File: src/rtl/core/periodic_reminder_pulse_timer_core_assert.svh
// ----------------------------------------------------------------------------
// periodic reminder pulse timer assertion macros
// shared concurrent assertion forms used by the core modules
// ----------------------------------------------------------------------------
`ifndef PERIODIC_REMINDER_PULSE_TIMER_CORE_ASSERT_SVH
`define PERIODIC_REMINDER_PULSE_TIMER_CORE_ASSERT_SVH

// same-cycle implication, off while in reset
`define PRPT_ASSERT_IMP(label, clk, rst_n, ante, cons) \
  label: assert property (@(posedge clk) disable iff (!rst_n) (ante) |-> (cons)) \
    else $error("prpt assertion failed");

// next-cycle implication, off while in reset
`define PRPT_ASSERT_NXT(label, clk, rst_n, ante, cons) \
  label: assert property (@(posedge clk) disable iff (!rst_n) (ante) |=> (cons)) \
    else $error("prpt assertion failed");

`endif

File: src/rtl/core/prpt_pkg.sv
// ----------------------------------------------------------------------------
// prpt_pkg
// types and constants shared by the periodic reminder pulse timer core
// ----------------------------------------------------------------------------
package prpt_pkg;

  localparam int PERIOD_W = 10;
  localparam int MS_W     = 20;
  localparam int TIME_W   = 32;
  localparam int STEPS_W  = 9;
  localparam int REM_W    = 10;

  localparam int DEF_PULSE_MS       = 800;
  localparam int DEF_MAX_PERIOD_SEC = 900;
  localparam int MIN_PERIOD_SEC     = 10;
  localparam int RESET_PERIOD_SEC   = 30;
  localparam int STEP_SEC           = 5;
  localparam int MS_PER_SEC         = 1000;
  localparam int ROUND_UP_MS        = 999;
  localparam int REMAIN_MAX         = 1023;
  localparam int SAT_MS             = REMAIN_MAX * MS_PER_SEC;

  // floor(x / 1000) = (x * RECIP) >> RECIP_SHIFT for x below 2^21
  localparam int RECIP_SHIFT = 30;
  localparam int RECIP_W     = 21;
  localparam int RECIP       = 1073742;

  typedef logic [1:0] mode_t;
  localparam mode_t MODE_SERVICE = 2'd0;
  localparam mode_t MODE_TOGGLE  = 2'd1;
  localparam mode_t MODE_STOP    = 2'd2;
  localparam mode_t MODE_ADJUST  = 2'd3;

  typedef logic [PERIOD_W-1:0] period_t;
  typedef logic [MS_W-1:0]     ms_t;
  typedef logic [TIME_W-1:0]   time_t;
  typedef logic [REM_W-1:0]    rem_t;

  typedef struct packed {
    mode_t                      mode;
    time_t                      now_ms;
    logic                       allow_outputs;
    logic signed [STEPS_W-1:0]  delta_steps;
  } item_t;

  // service outcome handed from the state update to the remaining-time stage
  typedef struct packed {
    logic    active;
    period_t per_secs;
    rem_t    rem_direct;
    logic    use_div;
    time_t   diff_ms;
    logic    pulse_act;
  } svc_t;

  typedef struct packed {
    logic    pulse_act;
    rem_t    rem_secs;
    period_t per_secs;
    logic    active;
  } result_t;

endpackage

File: src/rtl/core/periodic_reminder_pulse_timer_core.sv
// ----------------------------------------------------------------------------
// periodic_reminder_pulse_timer_core
// path: input register, then service outcome register, then result output register
// throughput: one transaction per cycle, unless output back-pressure stalls a service item
// reset: synchronous active-low, period 30 s, disarmed, deadline and pulse 0
// configuration writes are taken every cycle and re-initialize the timer
// ----------------------------------------------------------------------------
module periodic_reminder_pulse_timer_core import prpt_pkg::*; #(
  parameter int PULSE_MS       = DEF_PULSE_MS,
  parameter int MAX_PERIOD_SEC = DEF_MAX_PERIOD_SEC
) (
  input  logic        clk,
  input  logic        rst_n,
  input  logic        cfg_valid,
  output logic        cfg_ready,
  input  logic [9:0]  cfg_data,      // default period in seconds
  input  logic        in_tvalid,
  output logic        in_tready,
  input  logic [47:0] in_tdata,      // now_ms, allow_outputs, delta_steps, zero pad
  input  logic [1:0]  in_tuser,      // mode
  output logic        out_tvalid,
  input  logic        out_tready,
  output logic [23:0] out_tdata      // active, period, remaining time,
                                     // pulse flag, zero pad
);

  logic    in_v_r;
  item_t   item_r;
  logic    item_ready;
  logic    svc_valid;
  svc_t    svc;
  logic    svc_ready;
  logic    res_valid;
  result_t res;

  assign cfg_ready = 1'b1;
  assign in_tready = !in_v_r || item_ready;

  always_ff @(posedge clk) begin
    if (!rst_n) begin
      in_v_r <= 1'b0;
    end else if (in_tready) begin
      in_v_r <= in_tvalid;
    end
  end

  always_ff @(posedge clk) begin
    if (in_tvalid && in_tready) begin
      item_r.mode          <= in_tuser;
      item_r.now_ms        <= in_tdata[31:0];
      item_r.allow_outputs <= in_tdata[32];
      item_r.delta_steps   <= in_tdata[41:33];
    end
  end

  prpt_ctrl #(
    .PULSE_MS       (PULSE_MS),
    .MAX_PERIOD_SEC (MAX_PERIOD_SEC)
  ) u_ctrl (
    .clk        (clk),
    .rst_n      (rst_n),
    .cfg_valid  (cfg_valid),
    .cfg_data   (cfg_data),
    .item_valid (in_v_r),
    .item       (item_r),
    .item_ready (item_ready),
    .svc_valid  (svc_valid),
    .svc        (svc),
    .svc_ready  (svc_ready)
  );

  prpt_remain u_remain (
    .clk       (clk),
    .rst_n     (rst_n),
    .s_valid   (svc_valid),
    .s         (svc),
    .s_ready   (svc_ready),
    .out_valid (res_valid),
    .out_res   (res),
    .out_ready (out_tready)
  );

  assign out_tvalid = res_valid;
  assign out_tdata  = {2'b00, res.pulse_act, res.rem_secs, res.per_secs,
                       res.active};

endmodule

File: src/rtl/core/prpt_ctrl.sv
// ----------------------------------------------------------------------------
// prpt_ctrl
// timer state, per-item state update and service outcome register
// ----------------------------------------------------------------------------
module prpt_ctrl import prpt_pkg::*; #(
  parameter int PULSE_MS       = DEF_PULSE_MS,
  parameter int MAX_PERIOD_SEC = DEF_MAX_PERIOD_SEC
) (
  input  logic    clk,
  input  logic    rst_n,
  input  logic    cfg_valid,
  input  period_t cfg_data,
  input  logic    item_valid,
  input  item_t   item,
  output logic    item_ready,
  output logic    svc_valid,
  output svc_t    svc,
  input  logic    svc_ready
);

  localparam period_t MIN_P  = PERIOD_W'(MIN_PERIOD_SEC);
  localparam period_t MAX_P  = PERIOD_W'(MAX_PERIOD_SEC);
  localparam ms_t     MIN_MS = MS_W'(MIN_PERIOD_SEC * MS_PER_SEC);
  localparam ms_t     MAX_MS = MS_W'(MAX_PERIOD_SEC * MS_PER_SEC);
  localparam ms_t     MS_K   = MS_W'(MS_PER_SEC);
  localparam int      RST_SEC = (RESET_PERIOD_SEC > MAX_PERIOD_SEC) ? MAX_PERIOD_SEC :
                                                                      RESET_PERIOD_SEC;
  localparam period_t RST_P  = PERIOD_W'(RST_SEC);
  localparam ms_t     RST_MS = MS_W'(RST_SEC * MS_PER_SEC);

  logic    armed_r, armed_nxt;
  period_t period_r, period_nxt;
  ms_t     pm_r, pm_nxt;
  time_t   deadline_r, deadline_nxt;
  time_t   pulse_end_r, pulse_end_nxt;
  logic    svc_v_r;
  svc_t    svc_r, svc_nxt;

  logic    stage_ready;
  logic    fire;

  logic [TIME_W:0]  dl_sum;
  logic [TIME_W:0]  pl_sum;
  logic             reached;
  period_t          cfg_p;
  ms_t              cfg_pm;
  logic signed [12:0] steps_ext;
  logic signed [12:0] steps5;
  logic [12:0]      np;
  period_t          adj_p;
  logic [22:0]      steps_ms;
  logic [22:0]      npm;
  ms_t              adj_pm;
  logic [TIME_W:0]  adj_dl;

  assign stage_ready = !svc_v_r || svc_ready;
  assign item_ready  = (item.mode != MODE_SERVICE) || stage_ready;
  assign fire        = item_valid && item_ready;

  // shared adds and compares
  assign dl_sum  = {1'b0, item.now_ms} + {{(TIME_W+1-MS_W){1'b0}}, pm_r};
  assign pl_sum  = {1'b0, item.now_ms} + (TIME_W+1)'(PULSE_MS);
  assign reached = item.now_ms >= deadline_r;

  // configuration init
  assign cfg_p  = (cfg_data < MIN_P) ? MIN_P : ((cfg_data > MAX_P) ? MAX_P : cfg_data);
  assign cfg_pm = MS_W'({{(MS_W-PERIOD_W){1'b0}}, cfg_p} * MS_K);

  // period adjust, seconds and milliseconds clamped side by side
  assign steps_ext = {{(13-STEPS_W){item.delta_steps[STEPS_W-1]}}, item.delta_steps};
  assign steps5    = (steps_ext <<< 2) + steps_ext;
  assign np        = {3'b000, period_r} + steps5;
  assign adj_p     = np[12] ? MIN_P :
                     (np[11:0] < {2'b00, MIN_P}) ? MIN_P :
                     (np[11:0] > {2'b00, MAX_P}) ? MAX_P : np[PERIOD_W-1:0];
  assign steps_ms  = {{10{steps5[12]}}, steps5} * 23'(MS_PER_SEC);
  assign npm       = {3'b000, pm_r} + steps_ms;
  assign adj_pm    = npm[22] ? MIN_MS :
                     (npm[21:0] < {2'b00, MIN_MS}) ? MIN_MS :
                     (npm[21:0] > {2'b00, MAX_MS}) ? MAX_MS : npm[MS_W-1:0];
  assign adj_dl    = {1'b0, item.now_ms} + {{(TIME_W+1-MS_W){1'b0}}, adj_pm};

  always_comb begin
    armed_nxt     = armed_r;
    period_nxt    = period_r;
    pm_nxt        = pm_r;
    deadline_nxt  = deadline_r;
    pulse_end_nxt = pulse_end_r;
    if (cfg_valid) begin
      armed_nxt     = 1'b0;
      period_nxt    = cfg_p;
      pm_nxt        = cfg_pm;
      deadline_nxt  = {{(TIME_W-MS_W){1'b0}}, cfg_pm};
      pulse_end_nxt = '0;
    end else if (fire) begin
      unique case (item.mode)
        MODE_SERVICE: begin
          if (armed_r && reached) begin
            deadline_nxt  = dl_sum[TIME_W-1:0];
            pulse_end_nxt = pl_sum[TIME_W-1:0];
          end
        end
        MODE_TOGGLE: begin
          armed_nxt     = !armed_r;
          pulse_end_nxt = item.now_ms;
          if (!armed_r) begin
            deadline_nxt = dl_sum[TIME_W-1:0];
          end
        end
        MODE_STOP: begin
          armed_nxt     = 1'b0;
          pulse_end_nxt = item.now_ms;
        end
        MODE_ADJUST: begin
          period_nxt   = adj_p;
          pm_nxt       = adj_pm;
          deadline_nxt = adj_dl[TIME_W-1:0];
        end
        default: begin
          armed_nxt = armed_r;
        end
      endcase
    end
  end

  always_comb begin
    svc_nxt.active     = armed_r;
    svc_nxt.per_secs   = period_r;
    svc_nxt.rem_direct = REM_W'(period_r);
    svc_nxt.use_div    = 1'b0;
    svc_nxt.diff_ms    = deadline_r - item.now_ms;
    svc_nxt.pulse_act  = 1'b0;
    if (armed_r) begin
      if (reached) begin
        // fresh deadline: a full period ahead unless it wrapped
        svc_nxt.rem_direct = dl_sum[TIME_W] ? '0 : REM_W'(period_r);
        svc_nxt.pulse_act  = item.allow_outputs && !pl_sum[TIME_W];
      end else begin
        svc_nxt.use_div   = 1'b1;
        svc_nxt.pulse_act = item.allow_outputs && (item.now_ms < pulse_end_r);
      end
    end
  end

  always_ff @(posedge clk) begin
    if (!rst_n) begin
      armed_r     <= 1'b0;
      period_r    <= RST_P;
      pm_r        <= RST_MS;
      deadline_r  <= '0;
      pulse_end_r <= '0;
      svc_v_r     <= 1'b0;
    end else begin
      armed_r     <= armed_nxt;
      period_r    <= period_nxt;
      pm_r        <= pm_nxt;
      deadline_r  <= deadline_nxt;
      pulse_end_r <= pulse_end_nxt;
      if (stage_ready) begin
        svc_v_r <= fire && (item.mode == MODE_SERVICE);
      end
    end
  end

  always_ff @(posedge clk) begin
    if (stage_ready) begin
      svc_r <= svc_nxt;
    end
  end

  assign svc_valid = svc_v_r;
  assign svc       = svc_r;

`include "periodic_reminder_pulse_timer_core_assert.svh"

  `PRPT_ASSERT_IMP(a_period_range, clk, rst_n, 1'b1, (period_r >= MIN_P && period_r <= MAX_P))
  `PRPT_ASSERT_IMP(a_period_ms_match, clk, rst_n, 1'b1, (pm_r == MS_W'({{(MS_W-PERIOD_W){1'b0}}, period_r} * MS_K)))
  `PRPT_ASSERT_NXT(a_cfg_disarms, clk, rst_n, cfg_valid, (!armed_r && pulse_end_r == '0))

endmodule

File: src/rtl/core/prpt_remain.sv
// ----------------------------------------------------------------------------
// prpt_remain
// remaining-seconds rounding and saturation, result output register
// ----------------------------------------------------------------------------
module prpt_remain import prpt_pkg::*; (
  input  logic    clk,
  input  logic    rst_n,
  input  logic    s_valid,
  input  svc_t    s,
  output logic    s_ready,
  output logic    out_valid,
  output result_t out_res,
  input  logic    out_ready
);

  localparam int X_W = RECIP_W;

  logic    out_v_r;
  result_t res_r, res_nxt;

  logic [X_W-1:0]       x;
  logic [2*X_W-1:0]     prod;
  logic                 sat;
  rem_t                 div_q;

  assign s_ready = !out_v_r || out_ready;

  // ceiling of milliseconds over 1000 through a reciprocal multiply
  assign sat   = s.diff_ms > TIME_W'(SAT_MS);
  assign x     = X_W'(s.diff_ms[MS_W-1:0]) + X_W'(ROUND_UP_MS);
  assign prod  = {{X_W{1'b0}}, x} * (2*X_W)'(RECIP);
  assign div_q = prod[RECIP_SHIFT +: REM_W];

  always_comb begin
    res_nxt.active    = s.active;
    res_nxt.per_secs  = s.per_secs;
    res_nxt.pulse_act = s.pulse_act;
    if (!s.use_div) begin
      res_nxt.rem_secs = s.rem_direct;
    end else if (sat) begin
      res_nxt.rem_secs = REM_W'(REMAIN_MAX);
    end else begin
      res_nxt.rem_secs = div_q;
    end
  end

  always_ff @(posedge clk) begin
    if (!rst_n) begin
      out_v_r <= 1'b0;
    end else if (s_ready) begin
      out_v_r <= s_valid;
    end
  end

  always_ff @(posedge clk) begin
    if (s_ready) begin
      res_r <= res_nxt;
    end
  end

  assign out_valid = out_v_r;
  assign out_res   = res_r;

`include "periodic_reminder_pulse_timer_core_assert.svh"

  `PRPT_ASSERT_IMP(a_idle_rem_is_period, clk, rst_n, (out_v_r && !res_r.active), (res_r.rem_secs == REM_W'(res_r.per_secs)))
  `PRPT_ASSERT_IMP(a_pulse_needs_active, clk, rst_n, (out_v_r && res_r.pulse_act), res_r.active)
  `PRPT_ASSERT_NXT(a_direct_passes, clk, rst_n, (s_valid && s_ready && !s.use_div), (res_r.rem_secs == $past(s.rem_direct)))

endmodule
File: config.mk
export PLATFORM = sky130hd
export DESIGN_NAME = periodic_reminder_pulse_timer_core
export DESIGN_NICKNAME = d
export VERILOG_FILES = /design/src/rtl/core/prpt_pkg.sv /design/src/rtl/core/periodic_reminder_pulse_timer_core.sv /design/src/rtl/core/prpt_ctrl.sv /design/src/rtl/core/prpt_remain.sv
export VERILOG_INCLUDE_DIRS = /design/src /design/src/rtl/core
export SDC_FILE = /design/constraint.sdc
export NUM_CORES = 1
export LEC_CHECK = 0
export BUFFER_PORTS_ARGS = -buffer_cell sky130_fd_sc_hd__buf_2
export CAP_MARGIN = 20
export CORE_MARGIN = 10
export CORE_UTILIZATION = 60
export CTS_CLUSTER_SIZE = 14
export DETAILED_ROUTE_END_ITERATION = 12
export PLACE_DENSITY_LB_ADDON = 0.08
export SLEW_MARGIN = 20
export SYNTH_ARGS = -nofsm -noshare
export SYNTH_HDL_FRONTEND = slang
export SYNTH_SLANG_ARGS = --single-unit
File: constraint.sdc
create_clock -name clk -period 23.7 [get_ports clk]
set_input_delay 2.37 -clock clk [delete_from_list [all_inputs] [get_ports clk]]
set_output_delay 2.37 -clock clk [all_outputs]
set_load 0.01 [all_outputs]
# ---- Yosys cells after proc, flatten, opt, wreduce, memory -nomap -nowiden
# Cells that the tools add are included.
dict set report totals {
  ff_bits 219
  out_inout_bits 27
  elab_cells 112
}
dict set report classes {
  add_sub_neg 8
  multipliers 3
  magnitude_cmp 9
  n_eq_ne 7
  n_mux 29
  bitwise_logic 1
  reduce_logical 31
}
# op count
set op_table {}
lappend op_table {{20-bit two-way mux} 8}
lappend op_table {{10-bit two-way mux} 12}
lappend op_table {{32-bit two-way mux} 3}
lappend op_table {{32-bit one-hot mux with 3 select lines} 1}
lappend op_table {{32-bit one-hot mux with 2 select lines} 1}
lappend op_table {{21-bit by 20-bit multiplier with 39-bit output (second input constant)} 1}
lappend op_table {{32-bit by 10-bit adder with 33-bit output (second input constant)} 1}
lappend op_table {{32-bit by 20-bit adder with 33-bit output} 1}
lappend op_table {{32-bit by 20-bit adder with 32-bit output} 1}
lappend op_table {{32-bit >= comparator} 1}
lappend op_table {{32-bit by 20-bit greater-than comparator with 1-bit output (second input constant)} 1}
lappend op_table {{32-bit < comparator} 1}
lappend op_table {{32-bit subtractor} 1}
lappend op_table {{20-bit by 23-bit adder with 23-bit output} 1}
lappend op_table {{23-bit by 7-bit multiplier with 20-bit output (second input constant)} 1}
lappend op_table {{22-bit by 20-bit greater-than comparator with 1-bit output (second input constant)} 1}
lappend op_table {{22-bit by 14-bit < comparator with 1-bit output (second input constant)} 1}
lappend op_table {{20-bit by 10-bit adder with 21-bit output (second input constant)} 1}
lappend op_table {{10-bit by 7-bit multiplier with 17-bit output (second input constant)} 1}
lappend op_table {{10-bit by 13-bit adder with 13-bit output} 1}
lappend op_table {{11-bit by 9-bit adder with 12-bit output} 1}
lappend op_table {{12-bit by 10-bit greater-than comparator with 1-bit output (second input constant)} 1}
lappend op_table {{12-bit by 4-bit < comparator with 1-bit output (second input constant)} 1}
lappend op_table {{11-bit two-way mux} 1}
lappend op_table {{other kinds (22)} 44}

# ---- Logic depth before layout (Yosys ltp)
# Gate-level depths: netlist (run 1).
dict set report logic_depth {
  word_depth 11
  ltp_mapped 45
  ltp_nobuf 44
}

# ---- Hierarchy
# Synthesis (run 1) repeated with hierarchy kept, for this count alone.
dict set report hier_totals {
  cells_unflattened 2716
  hier_area_um2 24866.3
}
# mod n_inst cells_each area_each_um2 seq_area_each_um2
set by_module_without_submodules {}
lappend by_module_without_submodules {prpt_ctrl 1 1976 16727.3 3573.4}
lappend by_module_without_submodules {prpt_remain 1 686 6730.2 680.7}
lappend by_module_without_submodules {periodic_reminder_pulse_timer_core 1 54 1408.9 1341.3}

# ---- Worst setup path after synthesis (run 1)
# OpenSTA, ideal clock, no wires.
dict set report synth_timing {
  path_type {reg-to-reg}
  start {reg item_r[0] (netlist name)}
  end {reg u_ctrl.deadline_r[22]}
  setup_ps 132
  t_arrival_ps 9755
  slack_ps 13813
  path_stages_with_launch 44
  period_less_slack_ps 9887
  path_cell_list {edfxtp_1 -> ha_1 -> fa_1 -> nand3_1 -> a21oi_2 -> o311ai_1 -> nand2_2 -> clkinv_1 -> ha_1 -> xnor2_1 -> fa_1 -> inv_1 -> fa_1 -> inv_1 -> fa_1 -> inv_1 -> ha_1 -> nand2_1 -> [8 not listed] -> a31oi_1 -> nand2b_1 -> a211o_1 -> a2111oi_4 -> nand2b_1 -> clkbuf_1 -> nor2_1 -> ha_1 -> a21oi_1 -> o21ai_0 -> a2111oi_0 -> o21ai_0 -> a31oi_1 -> o21ai_0 -> o31ai_1 -> nor2_1 -> xnor2_1 -> a21oi_1}
}
dict set report synth_via {
  elab_chain_len 9
}
# item line_no
set synth_rtl {}
lappend synth_rtl {{start: declaration} periodic_reminder_pulse_timer_core.sv:28} ;# item_t item_r;
lappend synth_rtl {{11-bit by 9-bit adder with 12-bit output *} prpt_ctrl.sv:71} ;# assign steps5 = (steps_ext <<< 2) + steps_ext;
lappend synth_rtl {{23-bit by 7-bit multiplier with 20-bit output *} prpt_ctrl.sv:76} ;# assign steps_ms = {{10{steps5[12]}}, steps5} * 23'(MS_PER_SEC);
lappend synth_rtl {{20-bit by 23-bit adder with 23-bit output *} prpt_ctrl.sv:77} ;# assign npm = {3'b000, pm_r} + steps_ms;
lappend synth_rtl {{22-bit by 20-bit greater-than comparator with 1-bit output} prpt_ctrl.sv:80} ;# (npm[21:0] > {2'b00, MAX_MS}) ? MAX_MS : npm[MS_W-1:0];
lappend synth_rtl {{20-bit two-way mux} prpt_ctrl.sv:80}
lappend synth_rtl {{20-bit two-way mux} prpt_ctrl.sv:79} ;# (npm[21:0] < {2'b00, MIN_MS}) ? MIN_MS :
lappend synth_rtl {{20-bit two-way mux *} prpt_ctrl.sv:78} ;# assign adj_pm = npm[22] ? MIN_MS :
lappend synth_rtl {{32-bit by 20-bit adder with 32-bit output *} prpt_ctrl.sv:81} ;# assign adj_dl = {1'b0, item.now_ms} + {{(TIME_W+1-MS_W){1'b0}}, adj_pm};
lappend synth_rtl {{32-bit one-hot mux with 3 select lines *} prpt_ctrl.sv:96} ;# unique case (item.mode)
lappend synth_rtl {{end signal: assignment} prpt_ctrl.sv:157} ;# deadline_r <= deadline_nxt;
lappend synth_rtl {{end: declaration} prpt_ctrl.sv:34} ;# time_t deadline_r, deadline_nxt;
# Mark *: on every way between the ends. The rest lies on a longest branch, timed or not.
# A chain may end at the register's enable or synchronous reset.

# ---- Final worst setup path (run 1)
dict set report layout_timing {
  start {reg item_r[0] (netlist name)}
  end {reg u_ctrl.deadline_r[31]}
}
# The elaborated chain is that of the path after synthesis.

==> out/metrics.yaml, run 1 <==
run_status:
  outcome: "finished, final reports clean"
critical_path:
  cp_num_buf_inv: 2
  startpoint_type: "flop"
  cp_top_family: "compound AO/OA/AOI/OAI gates"
  reg2reg_depth: 38
  r2r_slack_ps: 12060
  crit_slowest_cell: "nor2_1"
  cp.arrival_ps: 12110
  crit_cells: 38
  reg2reg_from: "item_r[0]"
  r2r-end: "u_ctrl.deadline_r[31]"
  cp-startpoint: "item_r[0]"
  crit_type: "reg -> reg"
  crit_end: "u_ctrl.deadline_r[31]"
  critPathMaxFanout: 11
  critPathCaptureType: "flop"
  slowest_delay_ps: 720
  worstPathRequired_ps: 24170
grt:
  grt_use_total_pct: 25.6
  antenna_found_initial: 0
  grt_max_degree: 59
  grt_pass1_vias: 19988
  grt_pass1_wl_mm: 104
  gr-total-overflow: 0
detailed_routing:
  top_layer: "met4"
  wl_met1_mm: 27.1
  vias: 19968
  via_per_inst: 6.04
  drtIter0Drc: 1497
  avgRoutedWirePerCell_um: 19.5
  ant_nets: 0
  wl_met3_mm: 3.75
  drc: 0
  route.met2.wl_mm: 31.1
  routed_wl_mm: 64.6
  dr.pass1.iters: 6
cells_and_area:
  n_fill_cell: 3400
  drive_gt1_share_pct: 6.92
  multiInputGateArea_um2: 17400
  regArea_um2: 5600
  nets: 3367
  area_delta_synth_final_pct: 7.74
  n_antenna_cell: 0
clock_network:
  numCtsBuffers: 26
  clkTransAtPathRegs_ps: 70
  root_buffer: "clkbuf_16"
  clk_latency_ps: 590
  hold_buffers: 0
  htreeDepth: 1
  clock_sinks: 219
  cts_setup_buffers: 0
  cts_tree: "yes"
  cts_buffer_depth: 3
  cts_resized: 0
timing:
  slew_viol_final: 0
  post-route-min-period_ps: 11640
  worst_pin_slew_ps: 1170
  fin_skew_ps: 51.3
  hold_violations: 0
  rsz0062_at_grt: "false"
  fin_ws_ps: 12060
  max_slew_margin_pct: 21.6
  period_share_pct: 49.1
  fin_tns_setup_ps: 0
  finalSetupViolCount: 0
  max_freq_mhz: 85.9
placed_design:
  gp_congestion: 0.947
  portBuffers: 82
  dp_hpwl_mm: 52.2
  post-place-ws_ps: 11840
synth:
  synth_cell_types: 91
  netlist.area_leader.share_pct: 19.8
  netlist_top_cells_count: "390 x ha_1, 380 x inv_1, 162 x a21oi_1, 162 x nor2_1, 161 x xnor2_1"
  synth-edff-count: 121
  yosys.area.top_type: "ha_1"
  synth_seq_cells: 219
  syn_area_um2: 24700
  synthFlopType: "edfxtp_1"
  synth_seq_area_share_pct: 22.7
  netlist_instances: 2671
  yosys_warnings: 0
  syn_area_per_cell_um2: 9.23
  async_reset_ff_share_pct: 0
  yosysMostFrequentCell: "ha_1"
  synth_area_leaders: "ha_1 20%, edfxtp_1 15%, fa_1 13%"
min_path:
  hp-class: "reg -> reg"
floorplanning:
  io_pins: 92
  start_util_pct: 60.5
  die-height_um: 223
  coreArea_um2: 40700
  die_x_um: 223
  die_area_um2: 49600
  rows: 74
job:
  maxCapViolCount: 0
[placed cells by master (no fill, tap or decap), types with 52 or more instances in the layout]
cell type    n
dfxtp_1     98
nand2_1    135
nor2_1     162
inv_1      380
a21oi_1    161
ha_1       390
edfxtp_1   121
nand3_1     53
fa_1       159
a21o_1      77
o21ai_0    106
a211oi_1    52
xnor2_1    161
buf_2       82
[area by class of cell]
type,instances,share of cell area [%]
Multi-Input combinational cell,2012,65.6
Sequential cell,219,21.1
Inverter,382,5.41
Clock buffer,31,2.52
Tap cell,532,2.51
Timing Repair Buffer,112,2.39
Clock inverter,17,0.523
[cell families (layout without fill, tap and decap cells)]
logic type	count (synthesis)	after routing	share of synthesized area (%)
other	2	3	0.0305
buffers and inverters	441	542	6.79
AND/OR/NAND/NOR	585	585	11.7
XOR/XNOR	200	200	7.18
AO/OA/AOI/OAI	654	654	18.1
adder cells (fa/ha/maj)	553	553	32.9
multiplexers	17	17	0.695
flip-flops	219	219	22.7
[per-stage QoR]
stage / cells / hold WS, ps / cell area, um2 / utilization (%)
finish: 3305 / 418 / 26600 / 65.2
global route: 3305 / 426 / 26600 / 65.2
CTS: 3305 / 418 / 26600 / 65.2
detailed placement: 3257 / 405 / 25700 / 63.2
global placement: 3257 / 404 / 25700 / 63.2
floorplan: 2672 / 400 / 24700 / -
[worst min-delay path by stage]
| stage | from | cells past startpoint | end | slack [ps] |
|---|---|---|---|---|
| after floorplan | u_ctrl.svc[54] | 0 | u_remain.out_res[0] | 400 |
| after CTS | u_ctrl.svc[53] | 0 | u_remain.out_res[10] | 420 |
| after global routing | u_ctrl.svc[44] | 0 | u_remain.out_res[1] | 430 |
| after global placement | u_ctrl.svc[44] | 0 | u_remain.out_res[1] | 400 |
| after detailed placement | u_ctrl.svc[53] | 0 | u_remain.out_res[10] | 400 |
| final | u_ctrl.svc[53] | 0 | u_remain.out_res[10] | 420 |
[worst reg2reg max path, delay by kind of cell, from the launching register on]
kind	cells	cell delay (ps)
buffers and inverters	2	90
adders and majority gates	8	3280
xor gates and xnor gates	4	940
AOI/OAI and AO/OA	15	4260
DFF	1	620
and+or+nand+nor	9	2350
[layer usage]
metal | up-vias | GRT usage [%]
li1 | 9618 | -
met4 | 0 | 10.3
met5 | - | 0
met3 | 162 | 3.52
met1 | 9579 | 32.0
met2 | 609 | 43.7
[state kept, by name, indices dropped and copies added (netlist names)]
name	count
u_ctrl.armed_r	1
item_r	44
u_ctrl.deadline_r	32
u_ctrl.pulse_end_r	32
u_remain.out_valid	1
u_ctrl.svc	55
u_ctrl.period_r	10
in_v_r	1
u_ctrl.svc_valid	1
u_remain.out_res	22
u_ctrl.pm_r	20
Power of run 1 is left out: the tool's default activity adds up to more than one toggle a clock period on the data nets, which glitch-free logic cannot reach.
==> inputs of run 2 (changes only) <==
clock period = 11.5 ns   (was 23.7 ns; I/O delays follow)
==> out/metrics.yaml, run 2 (synthesis results as in run 1) <==
run_status:
  outcome: "finished, final reports clean"
critical_path:
  cp.arrival_ps: 11290
  cp-startpoint: "item_r[2]"
  crit_slowest_cell: "fa_1"
  r2r-end: "u_ctrl.deadline_r[22]"
  startpoint_type: "flop"
  worstPathRequired_ps: 12010
  reg2reg_depth: 43
  crit_end: "u_ctrl.deadline_r[22]"
  crit_type: "reg -> reg"
  reg2reg_from: "item_r[2]"
  critPathCaptureType: "flop"
  r2r_slack_ps: 720
  slowest_delay_ps: 520
  path_common_cell: "ha_1"
  critPathMaxFanout: 8
detailed_routing:
  dr.pass1.iters: 5
  drtIter0Drc: 1457
  avgRoutedWirePerCell_um: 19.9
  vias: 19921
  ant_nets: 0
  routed_wl_mm: 66.0
  via_per_inst: 6.02
  drc: 0
clock_network:
  htreeDepth: 1
  hold_buffers: 0
  cts_setup_buffers: 0
  clk_latency_ps: 590
  numCtsBuffers: 26
  clkTransAtPathRegs_ps: 70
  cts_buffer_depth: 3
  cts_tree: "yes"
  root_buffer: "clkbuf_16"
  clock_sinks: 219
timing:
  period_share_pct: 93.7
  post-route-min-period_ps: 10780
  finalSetupViolCount: 0
  max_slew_margin_pct: 26.8
  fin_tns_setup_ps: 0
  hold_violations: 0
  worst_pin_slew_ps: 1090
  rsz0062_at_grt: "false"
  slew_viol_final: 0
  fin_skew_ps: 50.3
  max_freq_mhz: 92.8
floorplanning:
  die_area_um2: 49600
  start_util_pct: 60.5
  io_pins: 92
  rows: 74
  coreArea_um2: 40700
  die_x_um: 223
  die-height_um: 223
cells_and_area:
  nets: 3372
  area_delta_synth_final_pct: 8.25
  regArea_um2: 5600
  n_fill_cell: 3464
  fin_area_um2: 26700
  final_common_cell: "ha_1"
  largest_reg_flops: 55
  final_cell_mix: "390 x ha_1, 380 x inv_1, 161 x a21oi_1, 161 x nor2_1, 160 x xnor2_1"
  n_antenna_cell: 0
  multiInputGateArea_um2: 17400
  drive_gt1_share_pct: 7.45
placed_design:
  gp_congestion: 0.964
  dpl-instance-area_um2: 25800
  dp_hpwl_mm: 53.3
  portBuffers: 82
grt:
  grt_pass1_vias: 20314
  use_met3_pct: 3.79
  gr-usage-met2_pct: 45.5
  gr-total-overflow: 0
  grt_max_degree: 59
  top_usage_layer: "met2"
  grt_pass1_wl_mm: 106
  use_met1_pct: 32.0
  antenna_found_initial: 0
  grt_use_total_pct: 26.3
min_path:
  hp-class: "reg -> reg"
job:
  maxCapViolCount: 0
-- run 2: cell types whose count changed in the layout (fill, tap and decap cells not counted), sizes merged --
cell and delta:
bufinv +2, buf +5, clkbuf +1, clkinv -3
clkinvlp -1
-- run 2: worst max-delay path: cells and delay by family (launching register included) --
| kind | cells | cell delay, ps |
|---|---|---|
| XOR/XNOR | 3 | 470 |
| AND/OR/NAND/NOR | 9 | 1570 |
| AO/OA/AOI/OAI | 17 | 4010 |
| flip-flops | 1 | 490 |
| buffers and inverters | 5 | 580 |
| adder cells (fa/ha/maj) | 9 | 3570 |
-- run 2: area by class of cell --
type	count	area share (%)
well taps	532	2.49
inverters	382	5.38
clock inverters	15	0.727
clock buffers	32	2.56
multi-input cells	2012	65.3
repair buffers	117	2.52
flip-flops and latches	219	21.0
-- run 2: worst min-delay path by stage --
stage                   start                  end  slack (ps)  cells after the start
2_1_floorplan  u_ctrl.svc[54]  u_remain.out_res[0]         400                      0
3_3_place_gp   u_ctrl.svc[44]  u_remain.out_res[1]         400                      0
3_5_place_dp   u_ctrl.svc[49]  u_remain.out_res[6]         410                      0
4_1_cts        u_ctrl.svc[49]  u_remain.out_res[6]         420                      0
5_1_grt        u_ctrl.svc[46]  u_remain.out_res[3]         420                      0
6_report       u_ctrl.svc[49]  u_remain.out_res[6]         420                      0
-- run 2: per-stage QoR --
stage	hold slack (ps)	std cells	setup WS (ps)	util [%]
2_1_floorplan	400	2672	1610	-
3_3_place_gp	401	3262	661	63.3
3_5_place_dp	408	3262	450	63.3
4_1_cts	423	3309	475	65.4
5_1_grt	425	3309	6.95	65.5
6_report	421	3309	722	65.5
-- run 2: what timing repair did --
item | CTS | global route
endpoints found under the setup margin | 0 | 19
hold endpoints to repair | 0 | 0
gates resized for setup | 0 | 5
-- run 2: layer usage --
layer,vias up,wire [um]
met1,9601,27200
met3,150,3830
met2,536,32200
li1,9634,-
met4,0,2770
met5,-,0
Power of run 2 is left out for the same reason.
==> inputs of run 3 (changes only) <==
ABC_AREA = 1   (was default)
MAX_ROUTING_LAYER = met4   (was default)
==> out/metrics.yaml, run 3 <==
placed_design:
  gp_congestion: 1.02
  portBuffers: 82
  dp_hpwl_mm: 64.2
  post-place-ws_ps: 1100
synth:
  async_reset_ff_share_pct: 0
  syn_area_per_cell_um2: 7.56
  synth_cell_types: 63
  syn_area_um2: 26500
  netlist.area_leader.share_pct: 18.4
  synth_area_leaders: "ha_1 18%, edfxtp_1 14%, fa_1 12%"
  synth-edff-count: 121
  yosys.area.top_type: "ha_1"
  synthFlopType: "edfxtp_1"
  netlist_instances: 3500
  yosys_warnings: 0
  netlist_top_cells_count: "706 x nand2_1, 647 x inv_1, 390 x ha_1"
  synth_seq_area_share_pct: 21.1
  yosysMostFrequentCell: "nand2_1"
  synth_seq_cells: 219
critical_path:
  crit_type: "reg -> reg"
  path_common_cell: "nand2_1"
  startpoint_type: "flop"
  slowest_delay_ps: 520
  worstPathRequired_ps: 11930
  r2r-end: "u_ctrl.deadline_r[23]"
  crit_cells: 51
  reg2reg_from: "item_r[2]"
  r2r_slack_ps: 950
  cp_top_family: "adder cells"
  crit_slowest_cell: "fa_1"
  critPathCaptureType: "flop"
  cp.arrival_ps: 10980
  critPathMaxFanout: 12
  cp_num_buf_inv: 7
  reg2reg_depth: 51
timing:
  fin_tns_setup_ps: 0
  worst_pin_slew_ps: 1070
  max_freq_mhz: 94.7
  max_slew_margin_pct: 28.3
  hold_violations: 0
  fin_skew_ps: 20.9
  period_share_pct: 91.8
  fin_ws_ps: 946
  rsz0062_at_grt: "false"
  slew_viol_final: 0
  post-route-min-period_ps: 10550
  finalSetupViolCount: 0
grt:
  grt_pass1_wl_mm: 122
  gr-total-overflow: 0
  grt_use_total_pct: 29.5
  grt_max_degree: 57
  grt_pass1_vias: 23095
  antenna_found_initial: 1
clock_network:
  clk_latency_ps: 570
  clock_sinks: 219
  cts_tree: "yes"
  cts_resized: 0
  hold_buffers: 0
  cts_buffer_depth: 3
  root_buffer: "clkbuf_16"
  clkTransAtPathRegs_ps: 70
  htreeDepth: 1
  cts_setup_buffers: 0
  numCtsBuffers: 27
cells_and_area:
  nets: 4193
  largest_reg_flops: 55
  drive_gt1_share_pct: 5.92
  final_cell_mix: "706 x nand2_1, 646 x inv_1, 390 x ha_1"
  final_common_cell: "nand2_1"
  n_fill_cell: 3811
  area_delta_synth_final_pct: 7.18
min_path:
  worstHoldPathCells: 0
  holdPathEnd: "u_remain.out_res[8]"
  hp-class: "reg -> reg"
  min_from: "u_ctrl.svc[51]"
floorplanning:
  die_x_um: 230
  die-height_um: 230
  io_pins: 92
  die_area_um2: 52900
  coreArea_um2: 43400
  rows: 76
  start_util_pct: 61.0
detailed_routing:
  drc: 0
  via_per_inst: 5.70
  drtIter0Drc: 2226
  routed_wl_mm: 77.2
  avgRoutedWirePerCell_um: 18.4
  ant_nets: 0
  dr.pass1.iters: 6
  vias: 23858
job:
  maxCapViolCount: 0
run_status:
  outcome: "finished, final reports clean"
-- run 3: changes by cell type after synthesis, sizes merged, moves of 61 or more --
cell / delta
nor2: +131
xnor2: -119
a21oi: +108
xor2: +66
inv: +274
nand3: +105
a21o: -61
nand2: +583
o21ai: +61
-- run 3: final cells by class --
class	count	area [um2]	share of cell area, %
clock buffers	39	781	2.75
diodes	1	2.50	0.00882
repair buffers	96	515	1.82
clock inverters	11	78.8	0.278
multi-input cells	2577	18200	64.1
inverters	658	2470	8.71
flip-flops and latches	219	5600	19.7
well taps	585	732	2.58
-- run 3: cells by family after synthesis --
| logic type | synth area share (%) |
|---|---|
| buffers and inverters | 10.3 |
| adder cells (fa/ha/maj) | 30.5 |
| flip-flops | 21.1 |
| AO/OA/AOI/OAI | 12.1 |
| XOR/XNOR | 4.89 |
| AND/OR/NAND/NOR | 21.1 |
| other | 0.0284 |
| multiplexers | 0.0378 |
-- run 3: metrics by stage --
step	hold WS, ps	instance area, um2	utilization, %	instances
2_1_floorplan	400	26500	-	3501
3_3_place_gp	404	27500	63.4	4135
3_5_place_dp	405	27500	63.4	4135
4_1_cts	419	28400	65.4	4185
5_1_grt	421	28400	65.4	4185
6_report	418	28400	65.4	4186
-- run 3: worst max-delay path by stage --
stage / slack [ps] / endpoint / start
floorplan: 2580 / u_ctrl.deadline_r[30] / item_r[0]
global placement: 1310 / u_ctrl.deadline_r[23] / item_r[2]
detailed placement: 1100 / u_ctrl.deadline_r[23] / item_r[0]
CTS: 1000 / u_ctrl.deadline_r[28] / item_r[0]
global route: 80 / u_ctrl.deadline_r[28] / item_r[2]
finish: 950 / u_ctrl.deadline_r[23] / item_r[2]
-- run 3: routing by layer --
metal | global-route usage, % | vias to the layer above | part of all wire (%)
met5 | - | - | 0
met4 | 7.38 | 0 | 2.5
met3 | 4.04 | 135 | 8.5
met2 | 46.9 | 920 | 46
met1 | 39.2 | 11237 | 43
li1 | - | 11566 | -
Power of run 3 is left out for the same reason.
